**src/design/stam_pkg.sv**
```systemverilog
`default_nettype none
package stam_pkg;

	// Kind of a schedule entry
	typedef enum logic [1:0] {
		KIND_EMPTY   = 2'd0,
		KIND_WEEKLY  = 2'd1,
		KIND_ONETIME = 2'd2,
		KIND_END     = 2'd3
	} kind_t;

	// One table entry, 62 bits
	typedef struct packed {
		kind_t       kind;
		logic [6:0]  mask;
		logic [10:0] minute;
		logic [31:0] when;
		logic [1:0]  task_code;
		logic [7:0]  arg;
	} sched_entry_t;

	localparam int ENTRY_W = $bits(sched_entry_t);

	// Tick sequencer states
	typedef enum logic [2:0] {
		ST_IDLE,
		ST_DAY,
		ST_SPLIT,
		ST_MIN,
		ST_WALK,
		ST_FLUSH
	} stam_state_t;

	// Constant dividers done as reciprocal multiplies.
	// now / 86400 = ((now >> 7) * RECIP_675) >> 35, exact for 32-bit now
	localparam logic [25:0] RECIP_675   = 26'd50903317;
	localparam int          SHIFT_675   = 35;
	localparam logic [16:0] SEC_PER_DAY = 17'd86400;
	// d / 7 = (d * RECIP_7) >> 19, exact for 16-bit d
	localparam logic [16:0] RECIP_7     = 17'd74899;
	localparam int          SHIFT_7     = 19;
	// s / 60 = ((s >> 2) * RECIP_15) >> 19, exact for s below 86400
	localparam logic [15:0] RECIP_15    = 16'd34953;
	localparam int          SHIFT_15    = 19;

	localparam logic [10:0] LAST_MINUTE = 11'd1439;

endpackage
`default_nettype wire

```
**src/design/stam_item_if.sv**
```systemverilog
`default_nettype none
interface stam_item_if;
	logic        valid;
	logic        ready;
	logic        action;
	logic [31:0] now_seconds;
	logic [3:0]  entry_slot;
	logic [1:0]  entry_kind;
	logic [6:0]  weekday_mask;
	logic [10:0] minute_of_day;
	logic [31:0] fire_time;
	logic [1:0]  task_code;
	logic [7:0]  task_argument;

	modport source (
		output valid, action, now_seconds, entry_slot, entry_kind, weekday_mask,
			minute_of_day, fire_time, task_code, task_argument,
		input  ready
	);

	modport sink (
		input  valid, action, now_seconds, entry_slot, entry_kind, weekday_mask,
			minute_of_day, fire_time, task_code, task_argument,
		output ready
	);
endinterface
`default_nettype wire

```
**src/design/stam_alarm_if.sv**
```systemverilog
`default_nettype none
interface stam_alarm_if;
	logic       valid;
	logic       ready;
	logic [3:0] fired_slot;
	logic [1:0] fired_task;
	logic [7:0] fired_argument;
	logic       last_of_run;

	modport source (
		output valid, fired_slot, fired_task, fired_argument, last_of_run,
		input  ready
	);

	modport sink (
		input  valid, fired_slot, fired_task, fired_argument, last_of_run,
		output ready
	);
endinterface
`default_nettype wire

```
**src/design/stam_ram.sv**
```systemverilog
`default_nettype none
module stam_ram #(
	parameter int WIDTH  = 62,
	parameter int DEPTH  = 16,
	parameter int ADDR_W = (DEPTH > 1) ? $clog2(DEPTH) : 1
) (
	input  wire logic              clk,
	input  wire logic              wr_en,
	input  wire logic [ADDR_W-1:0] wr_addr,
	input  wire logic [WIDTH-1:0]  wr_data,
	input  wire logic              rd_en,
	input  wire logic [ADDR_W-1:0] rd_addr,
	output logic      [WIDTH-1:0]  rd_data
);

	logic [WIDTH-1:0] mem [DEPTH];

	// single write port
	always_ff @(posedge clk) begin
		if (wr_en) begin
			mem[wr_addr] <= wr_data;
		end
	end

	// registered read, data holds while rd_en is low
	always_ff @(posedge clk) begin
		if (rd_en) begin
			rd_data <= mem[rd_addr];
		end
	end

endmodule
`default_nettype wire

```
**src/design/schedule_table_alarm_matcher.sv**
```systemverilog
// Write word: taken while idle, gives no result.
// Tick word: time split steps (day; day start and weekday quotient; weekday and minutes),
// then one table entry per cycle from the table memory unless a firing waits on a stalled
// output (TABLE_ENTRIES entries at most, or up to an end entry), then a flush step.
// A firing is held until the next one is found, so last_of_run is known on output.
// Reset clears the per-entry valid bits (every entry reads as empty) and the previous time.
`default_nettype none
module schedule_table_alarm_matcher #(
	parameter int TABLE_ENTRIES = 16
) (
	input wire logic     clk,
	input wire logic     arst_n,
	stam_item_if.sink    item,
	stam_alarm_if.source alarm
);

	import stam_pkg::*;

	localparam int AW = (TABLE_ENTRIES > 1) ? $clog2(TABLE_ENTRIES) : 1;

	stam_state_t state_q, state_d;

	// time registers
	logic [31:0] now_q;
	logic [31:0] prev_q;
	logic [15:0] day_q;
	logic [31:0] dstart_q;
	logic [13:0] q7_q;
	logic [2:0]  wd_q;
	logic [10:0] now_min_q;
	logic [10:0] prior_min_q;
	logic        last_neg_q;

	// walk registers
	logic [AW-1:0]            idx_q;
	logic [TABLE_ENTRIES-1:0] valid_q;
	logic                     rd_valid_q;

	// held firing
	logic       hold_valid_q;
	logic [3:0] hold_slot_q;
	logic [1:0] hold_task_q;
	logic [7:0] hold_arg_q;

	// output register
	logic       alarm_valid_q;
	logic [3:0] alarm_slot_q;
	logic [1:0] alarm_task_q;
	logic [7:0] alarm_arg_q;
	logic       alarm_last_q;

	// memory port
	logic               wr_en;
	logic [AW-1:0]      wr_addr;
	sched_entry_t       wr_entry;
	logic               rd_en;
	logic [AW-1:0]      rd_addr;
	logic [ENTRY_W-1:0] rd_data;

	// control
	logic item_ready;
	logic tick_go;
	logic slot_ok;
	logic advance;
	logic push;
	logic push_last;
	logic finish;
	logic out_free;
	logic at_last;

	sched_entry_t entry;
	logic         hit;
	logic         is_end;
	logic         stall;

	stam_ram #(
		.WIDTH (ENTRY_W),
		.DEPTH (TABLE_ENTRIES)
	) u_table (
		.clk     (clk),
		.wr_en   (wr_en),
		.wr_addr (wr_addr),
		.wr_data (wr_entry),
		.rd_en   (rd_en),
		.rd_addr (rd_addr),
		.rd_data (rd_data)
	);

	// input decode
	assign slot_ok = 32'(item.entry_slot) < TABLE_ENTRIES;
	assign tick_go = item.valid && item_ready && !item.action;
	assign wr_en   = item.valid && item_ready && item.action && slot_ok;
	assign wr_addr = AW'(item.entry_slot);

	always_comb begin
		wr_entry.kind      = kind_t'(item.entry_kind);
		wr_entry.mask      = item.weekday_mask;
		wr_entry.minute    = item.minute_of_day;
		wr_entry.when      = item.fire_time;
		wr_entry.task_code = item.task_code;
		wr_entry.arg       = item.task_argument;
	end

	// entry match; a never-written entry reads as empty
	always_comb begin
		entry = rd_valid_q ? sched_entry_t'(rd_data) : '0;
		hit   = 1'b0;
		case (entry.kind)
			KIND_WEEKLY: begin
				hit = entry.mask[wd_q] && (last_neg_q || (entry.minute > prior_min_q))
					&& (entry.minute <= now_min_q);
			end
			KIND_ONETIME: begin
				hit = (entry.when > prev_q) && (entry.when <= now_q);
			end
			default: begin
				hit = 1'b0;
			end
		endcase
		is_end = entry.kind == KIND_END;
	end

	assign out_free = !alarm_valid_q || alarm.ready;
	assign stall    = hit && hold_valid_q && !out_free;
	assign at_last  = idx_q == AW'(TABLE_ENTRIES - 1);

	// next state
	always_comb begin
		state_d = state_q;
		unique case (state_q)
			ST_IDLE: begin
				if (tick_go) begin
					state_d = ST_DAY;
				end
			end
			ST_DAY: begin
				state_d = ST_SPLIT;
			end
			ST_SPLIT: begin
				state_d = ST_MIN;
			end
			ST_MIN: begin
				state_d = ST_WALK;
			end
			ST_WALK: begin
				if (is_end || (!stall && at_last)) begin
					state_d = ST_FLUSH;
				end
			end
			ST_FLUSH: begin
				if (!hold_valid_q || out_free) begin
					state_d = ST_IDLE;
				end
			end
			default: begin
				state_d = ST_IDLE;
			end
		endcase
	end

	// control outputs
	always_comb begin
		item_ready = 1'b0;
		rd_en      = 1'b0;
		rd_addr    = '0;
		advance    = 1'b0;
		push       = 1'b0;
		push_last  = 1'b0;
		finish     = 1'b0;
		unique case (state_q)
			ST_IDLE: begin
				item_ready = 1'b1;
			end
			ST_MIN: begin
				rd_en = 1'b1;
			end
			ST_WALK: begin
				if (!is_end && !stall) begin
					advance = 1'b1;
					push    = hit && hold_valid_q;
					if (!at_last) begin
						rd_en   = 1'b1;
						rd_addr = idx_q + AW'(1);
					end
				end
			end
			ST_FLUSH: begin
				if (!hold_valid_q || out_free) begin
					finish    = 1'b1;
					push      = hold_valid_q;
					push_last = 1'b1;
				end
			end
			default: begin
				item_ready = 1'b0;
			end
		endcase
	end

	assign item.ready = item_ready;

	// state and control registers
	always_ff @(posedge clk or negedge arst_n) begin
		if (!arst_n) begin
			state_q       <= ST_IDLE;
			valid_q       <= '0;
			prev_q        <= '0;
			hold_valid_q  <= 1'b0;
			alarm_valid_q <= 1'b0;
		end else begin
			state_q <= state_d;
			if (wr_en) begin
				valid_q[wr_addr] <= 1'b1;
			end
			// clamp on accept, then take the new time once the walk ends
			if (tick_go && (prev_q > item.now_seconds)) begin
				prev_q <= item.now_seconds;
			end else if (finish) begin
				prev_q <= now_q;
			end
			if (advance && hit) begin
				hold_valid_q <= 1'b1;
			end else if (finish) begin
				hold_valid_q <= 1'b0;
			end
			if (push) begin
				alarm_valid_q <= 1'b1;
			end else if (alarm.ready) begin
				alarm_valid_q <= 1'b0;
			end
		end
	end

	// time split datapath
	logic [50:0] day_prod;
	logic [32:0] dstart_prod;
	logic [32:0] q7_prod;
	logic [31:0] sod;
	logic [31:0] pod;
	logic [16:0] q7x7;
	logic [15:0] wd_full;
	logic [30:0] now_min_prod;
	logic [30:0] prior_min_prod;

	assign day_prod       = now_q[31:7] * RECIP_675;
	assign dstart_prod    = day_q * SEC_PER_DAY;
	assign q7_prod        = day_q * RECIP_7;
	assign sod            = now_q - dstart_q;
	assign pod            = prev_q - dstart_q;
	assign q7x7           = {q7_q, 3'b000} - {3'b000, q7_q};
	assign wd_full        = day_q - q7x7[15:0];
	assign now_min_prod   = sod[16:2] * RECIP_15;
	assign prior_min_prod = pod[16:2] * RECIP_15;

	always_ff @(posedge clk) begin
		if (tick_go) begin
			now_q <= item.now_seconds;
		end
		if (state_q == ST_DAY) begin
			day_q <= day_prod[SHIFT_675 +: 16];
		end
		if (state_q == ST_SPLIT) begin
			dstart_q <= dstart_prod[31:0];
			q7_q     <= q7_prod[SHIFT_7 +: 14];
		end
		if (state_q == ST_MIN) begin
			wd_q        <= wd_full[2:0];
			now_min_q   <= now_min_prod[SHIFT_15 +: 11];
			prior_min_q <= prior_min_prod[SHIFT_15 +: 11];
			last_neg_q  <= prev_q < dstart_q;
		end
	end

	// walk index and read-side valid bit
	always_ff @(posedge clk) begin
		if (state_q == ST_MIN) begin
			idx_q <= '0;
		end else if (advance) begin
			idx_q <= idx_q + AW'(1);
		end
		if (rd_en) begin
			rd_valid_q <= valid_q[rd_addr];
		end
	end

	// held firing and output word
	always_ff @(posedge clk) begin
		if (advance && hit) begin
			hold_slot_q <= 4'(idx_q);
			hold_task_q <= entry.task_code;
			hold_arg_q  <= entry.arg;
		end
		if (push) begin
			alarm_slot_q <= hold_slot_q;
			alarm_task_q <= hold_task_q;
			alarm_arg_q  <= hold_arg_q;
			alarm_last_q <= push_last;
		end
	end

	assign alarm.valid          = alarm_valid_q;
	assign alarm.fired_slot     = alarm_slot_q;
	assign alarm.fired_task     = alarm_task_q;
	assign alarm.fired_argument = alarm_arg_q;
	assign alarm.last_of_run    = alarm_last_q;

	// a push never overwrites a word still waiting on the output
	a_push_free: assert property (@(posedge clk) disable iff (!arst_n)
		push |-> (!alarm_valid_q || alarm.ready))
		else $error("output word overwritten");

	// no firing is left held between ticks
	a_idle_empty: assert property (@(posedge clk) disable iff (!arst_n)
		(state_q == ST_IDLE) |-> !hold_valid_q)
		else $error("firing held in idle");

	// table is never read and written in the same cycle
	a_port_excl: assert property (@(posedge clk) disable iff (!arst_n)
		!(rd_en && wr_en))
		else $error("table read and write overlap");

	// time split results stay in range during the walk
	a_split_range: assert property (@(posedge clk) disable iff (!arst_n)
		(state_q == ST_WALK) |-> ((wd_q != 3'd7) && (now_min_q <= LAST_MINUTE)))
		else $error("weekday or minute out of range");

	// a stalled walk keeps its index
	a_stall_hold: assert property (@(posedge clk) disable iff (!arst_n)
		(state_q == ST_WALK && stall) |=> $stable(idx_q))
		else $error("walk index moved while stalled");

endmodule
`default_nettype wire

```
**src/flat_wrapper.sv**
```systemverilog
// flat-port wrapper written by rule: the top's interface ports become plain ports
module schedule_table_alarm_matcher_flat import stam_pkg::*;
#(
	parameter int TABLE_ENTRIES = 16
)
  (clk, arst_n, item_valid, item_action, item_now_seconds, item_entry_slot, item_entry_kind, item_weekday_mask, item_minute_of_day, item_fire_time, item_task_code, item_task_argument, item_ready, alarm_valid, alarm_fired_slot, alarm_fired_task, alarm_fired_argument, alarm_last_of_run, alarm_ready);
  stam_item_if item_i ();
  stam_alarm_if alarm_i ();
  input wire logic clk;
  input wire logic arst_n;
  input wire logic [$bits(item_i.valid)-1:0] item_valid;
  input wire logic [$bits(item_i.action)-1:0] item_action;
  input wire logic [$bits(item_i.now_seconds)-1:0] item_now_seconds;
  input wire logic [$bits(item_i.entry_slot)-1:0] item_entry_slot;
  input wire logic [$bits(item_i.entry_kind)-1:0] item_entry_kind;
  input wire logic [$bits(item_i.weekday_mask)-1:0] item_weekday_mask;
  input wire logic [$bits(item_i.minute_of_day)-1:0] item_minute_of_day;
  input wire logic [$bits(item_i.fire_time)-1:0] item_fire_time;
  input wire logic [$bits(item_i.task_code)-1:0] item_task_code;
  input wire logic [$bits(item_i.task_argument)-1:0] item_task_argument;
  output wire logic [$bits(item_i.ready)-1:0] item_ready;
  output wire logic [$bits(alarm_i.valid)-1:0] alarm_valid;
  output wire logic [$bits(alarm_i.fired_slot)-1:0] alarm_fired_slot;
  output wire logic [$bits(alarm_i.fired_task)-1:0] alarm_fired_task;
  output wire logic [$bits(alarm_i.fired_argument)-1:0] alarm_fired_argument;
  output wire logic [$bits(alarm_i.last_of_run)-1:0] alarm_last_of_run;
  input wire logic [$bits(alarm_i.ready)-1:0] alarm_ready;
  assign item_i.valid = item_valid;
  assign item_i.action = item_action;
  assign item_i.now_seconds = item_now_seconds;
  assign item_i.entry_slot = item_entry_slot;
  assign item_i.entry_kind = item_entry_kind;
  assign item_i.weekday_mask = item_weekday_mask;
  assign item_i.minute_of_day = item_minute_of_day;
  assign item_i.fire_time = item_fire_time;
  assign item_i.task_code = item_task_code;
  assign item_i.task_argument = item_task_argument;
  assign item_ready = item_i.ready;
  assign alarm_valid = alarm_i.valid;
  assign alarm_fired_slot = alarm_i.fired_slot;
  assign alarm_fired_task = alarm_i.fired_task;
  assign alarm_fired_argument = alarm_i.fired_argument;
  assign alarm_last_of_run = alarm_i.last_of_run;
  assign alarm_i.ready = alarm_ready;
  schedule_table_alarm_matcher #(.TABLE_ENTRIES(TABLE_ENTRIES)) u_core (.clk(clk), .arst_n(arst_n), .item(item_i), .alarm(alarm_i));
endmodule
```
**config.mk**
```make
export PLATFORM = sky130hd
export DESIGN_NAME = schedule_table_alarm_matcher_flat
export DESIGN_NICKNAME = d
export VERILOG_FILES = /design/src/design/stam_pkg.sv /design/src/design/stam_item_if.sv /design/src/design/stam_alarm_if.sv /design/src/design/stam_ram.sv /design/src/design/schedule_table_alarm_matcher.sv /design/src/flat_wrapper.sv
export SDC_FILE = /design/constraint.sdc
export NUM_CORES = 2
export LEC_CHECK = 0
export BUFFER_PORTS_ARGS = -buffer_cell sky130_fd_sc_hd__buf_2
export CORE_UTILIZATION = 47
export DETAILED_ROUTE_END_ITERATION = 6
export PLACE_DENSITY = 0.6
export SYNTH_ARGS = -nofsm -noshare
export SYNTH_HDL_FRONTEND = slang
export SYNTH_SLANG_ARGS = --single-unit
```
**constraint.sdc**
```tcl
create_clock -name clk -period 7.7 [get_ports clk]
set_clock_uncertainty 0.15 [all_clocks]
set_input_delay 0.385 -clock clk [delete_from_list [all_inputs] [get_ports clk]]
set_output_delay 0.385 -clock clk [all_outputs]
set_load 0.02 [all_outputs]
```
==> impl_metrics.tcl <==
set metrics [dict create \
    status "complete, no violations" \
    fp.coreArea_mm2 0.1463 \
    grt_pass1_vias 43160 \
    post_synth_inst_count 5258 \
    fp.dieW_um 386.6 \
    slowest_stage "edfxtp_1" \
    firstDrtPassIters 6 \
    worstPathRequired_ns 8.06 \
    drive_gt1_share_pct 9.034 \
    hpwl_mm 121.3 \
    first_iter_violations 3057 \
    drc 0 \
    ant_nets 0 \
    die-area_mm2 0.1495 \
    path_cells "fa_1 -> ha_1 -> fa_1 -> fa_1 -> fa_1 -> fa_1 -> inv_1 -> fa_1 -> inv_1 -> ha_1 -> a21o_1 -> a21o_1 -> a2111oi_0 -> buf_4 -> o211ai_1 -> a21oi_2 -> nor2_1 -> a41o_1 -> o221ai_1 -> nor2_1 -> or3_1 -> xnor2_1" \
    grt_max_degree 100 \
    cts_sinks 1243 \
    synth.area.top_cells "edfxtp_1 51%, ha_1 14%, fa_1 8.5%, inv_1 4.2%, mux2i_1 2.9%" \
    synth.top_cell.area_share_pct 51.23 \
    final_max_slew_viol_count 0 \
    synth.cell_area_mm2 0.06952 \
    dr_total_vias 42540 \
    yosysWarnings 0 \
    fmax_mhz 135.9 \
    min_period_ns 7.357 \
    grt_pass1_wl_mm 272.5 \
    vias_per_cell 5.646 \
    avgRoutedWirePerCell_um 24.11 \
    routabilityCongestion 0.9492 \
    yosysTopAreaCell "edfxtp_1" \
    floorplan.initialDensity_pct 47.53 \
    num_io_pins 120 \
    rsz0062_at_grt "false" \
    insertion_delay_ns 0.78 \
    synthToLayoutAreaGrowth_pct 12.35 \
    cts-root-buf "clkbuf_16" \
    synthDistinctLibCells 72 \
    min_period_over_period_pct 95.55 \
    syn_avg_cell_area_um2 13.22 \
    synth_flop_cell "edfxtp_1" \
    portBuffers 119 \
    grt_overflow 0 \
    crit_buf_inv 3 \
    crit_arrival_ns 7.71 \
    tns_ns 0 \
    cap_viol_max_count 0 \
    cts_tree "done" \
    worstPathMaxFanout 9 \
    antenna_found_initial 14 \
    cp-start-kind "flip-flop" \
    rows 140 \
    synth_edf_count 1186 \
    h-tree-depth 4 \
    hp-class "input pin to flip-flop" \
    synth.net_count 6424 \
    seq_area_frac_synth_pct 53.25 \
    post_cts.repair.setup_buffers 0 \
    synth.ff_latch_count 1243 \
    cts_buffer_depth 3 \
    setup_violations 0 \
    path_common_cell "fa_1" \
    die_h_um 386.6 \
    final_nets 6677 \
    hold_viol_final 0 \
    drt-total-wl_mm 181.6 \
    holdWs_ns 0.08450 \
    endpoint_kind "flip-flop" \
    tightest_slew_ns 1.124 \
    crit_family "adder cells" \
    synth_async_sr_flop_share_pct 4.264 \
    numCtsBuffers 135 \
    clkSlewWorstSetupHoldPaths_ns 0.06 \
    grtUsageTotal_pct 24.36 \
    slowest_delay_ns 0.64 \
    crit_type "flip-flop to flip-flop" \
    slew_headroom_pct 24.87 \
]
## timing repair
item,4_1_cts,5_1_grt
endpoints found under the hold margin,1112,0
gates resized for setup,0,8
hold buffers,96,0
endpoints found under the setup margin,0,5
## stage by stage
step / cell area (um^2) / utilization (%) / worst slack, ns / std cells
2_1_floorplan: 69520 / - / 0.8689 / 5258
3_3_place_gp: 72810 / 49.78 / 0.2633 / 7195
3_5_place_dp: 72810 / 49.78 / 0.1566 / 7195
4_1_cts: 78070 / 53.38 / 0.1279 / 7529
5_1_grt: 78100 / 53.40 / 0.06570 / 7532
6_report: 78110 / 53.40 / 0.3430 / 7534
## registers in the layout (all words and copies together), names as in the netlist, 2 cells and up
| name | cells |
|---|---|
| u_core.valid_q | 16 |
| u_core.wd_q | 3 |
| u_core.day_q | 16 |
| u_core.hold_task_q | 2 |
| u_core.q7_q | 3 |
| u_core.now_q | 32 |
| u_core.hold_arg_q | 8 |
| u_core.alarm.fired_slot | 4 |
| u_core.idx_q | 4 |
| u_core.prev_q | 32 |
| u_core.u_table.rd_data | 62 |
| u_core.u_table.mem | 992 |
| u_core.alarm.fired_task | 2 |
| u_core.dstart_q | 25 |
| u_core.now_min_q | 11 |
| u_core.prior_min_q | 11 |
| u_core.alarm.fired_argument | 8 |
| u_core.hold_slot_q | 4 |
| u_core.state_q | 3 |
## worst paths after layout
kind / cells past startpoint / start / end / slack [ns]
worst max-delay path: 22 / u_core.now_q[24] / u_core.day_q[15] / 0.34
max in group asynchronous: 3 / arst_n / u_core.prev_q[7] / 6.59
min in group asynchronous: 3 / arst_n / u_core.valid_q[9] / 0.18
worst min register to register: 0 / u_core.hold_slot_q[2] / u_core.alarm.fired_slot[2] / 0.27
worst max register to register: 22 / u_core.now_q[24] / u_core.day_q[15] / 0.34
worst min-delay path: 3 / item_entry_slot[0] / u_core.valid_q[13] / 0.08
## area by class of cell
type / instances / area, um^2
Antenna cell: 5 / 12.51
Clock buffer: 191 / 3751
Clock inverter: 47 / 555.5
Fill cell: 12180 / 68160
Inverter: 781 / 2935
Multi-Input combinational cell: 3034 / 28990
Sequential cell: 1243 / 37020
Tap cell: 1917 / 2399
Timing Repair Buffer: 316 / 2440
## placed cells by master, fill, tap and decap left out, drive strengths merged, types with 56 or more instances in the layout
cell type and count:
mux2i 198, ha 767, xnor2 62, edfxtp 1186
a21oi 281, a21o 70, buf 220, a211oi 96
and2 56, clkbuf 191, a221oi 202, dlygate4sd3 96
nand2 257, nor3b 58, fa 296, nor2 95
inv 785, o21ai 78
## routing by layer
| metal | global-route usage, % | vias up | part of all wire (%) |
|---|---|---|---|
| met5 | 0 | - | 0.038 |
| met4 | 5.563 | 10 | 1.9 |
| met3 | 3.457 | 209 | 5.3 |
| met2 | 40.87 | 1123 | 49 |
| met1 | 33.50 | 21550 | 44 |
| li1 | - | 19650 | - |
## cells by family (layout without fill, tap and decap cells)
logic type                 Yosys count  in the layout  share of synthesized area, %
adders and majority gates         1063           1063                         22.33
and+or+nand+nor                    745            745                         5.543
DFF                               1243           1243                         53.25
other                                0              5                             0
muxes                              227            227                         3.337
xor gates and xnor gates            86             86                         1.103
buffers and inverters              981           1335                         5.374
AOI/OAI and AO/OA                  913            913                         9.065
## cell usage after synthesis (all sizes together), types with 23 or more instances
| cell | n |
|---|---|
| or4 | 36 |
| nor2 | 95 |
| nand2 | 257 |
| o21ai | 78 |
| fa | 296 |
| ha | 767 |
| mux2i | 198 |
| xnor2 | 62 |
| nor3 | 29 |
| dfrtp | 53 |
| o32ai | 28 |
| a21oi | 281 |
| nor3b | 58 |
| nand4 | 35 |
| or3 | 34 |
| mux2 | 28 |
| a22oi | 32 |
| and2 | 56 |
| edfxtp | 1186 |
| nor2b | 55 |
| a211oi | 96 |
| xor2 | 23 |
| nand3 | 30 |
| inv | 781 |
| a221oi | 202 |
| buf | 35 |
| a21o | 70 |
| clkbuf | 165 |
| o31ai | 39 |
## worst register-to-register path, stage by stage (launching register included)
cell,delay [ns]
edfxtp_1,0.64
fa_1,0.52
ha_1,0.32
fa_1,0.48
fa_1,0.53
fa_1,0.44
fa_1,0.49
inv_1,0.05
fa_1,0.48
inv_1,0.04
ha_1,0.28
a21o_1,0.16
a21o_1,0.18
a2111oi_0,0.41
buf_4,0.19
o211ai_1,0.10
a21oi_2,0.29
nor2_1,0.15
a41o_1,0.29
o221ai_1,0.32
nor2_1,0.11
or3_1,0.37
xnor2_1,0.13
Power is not shown: default switching activity piles up to over one toggle a cycle in this logic, so the estimate is an artifact.
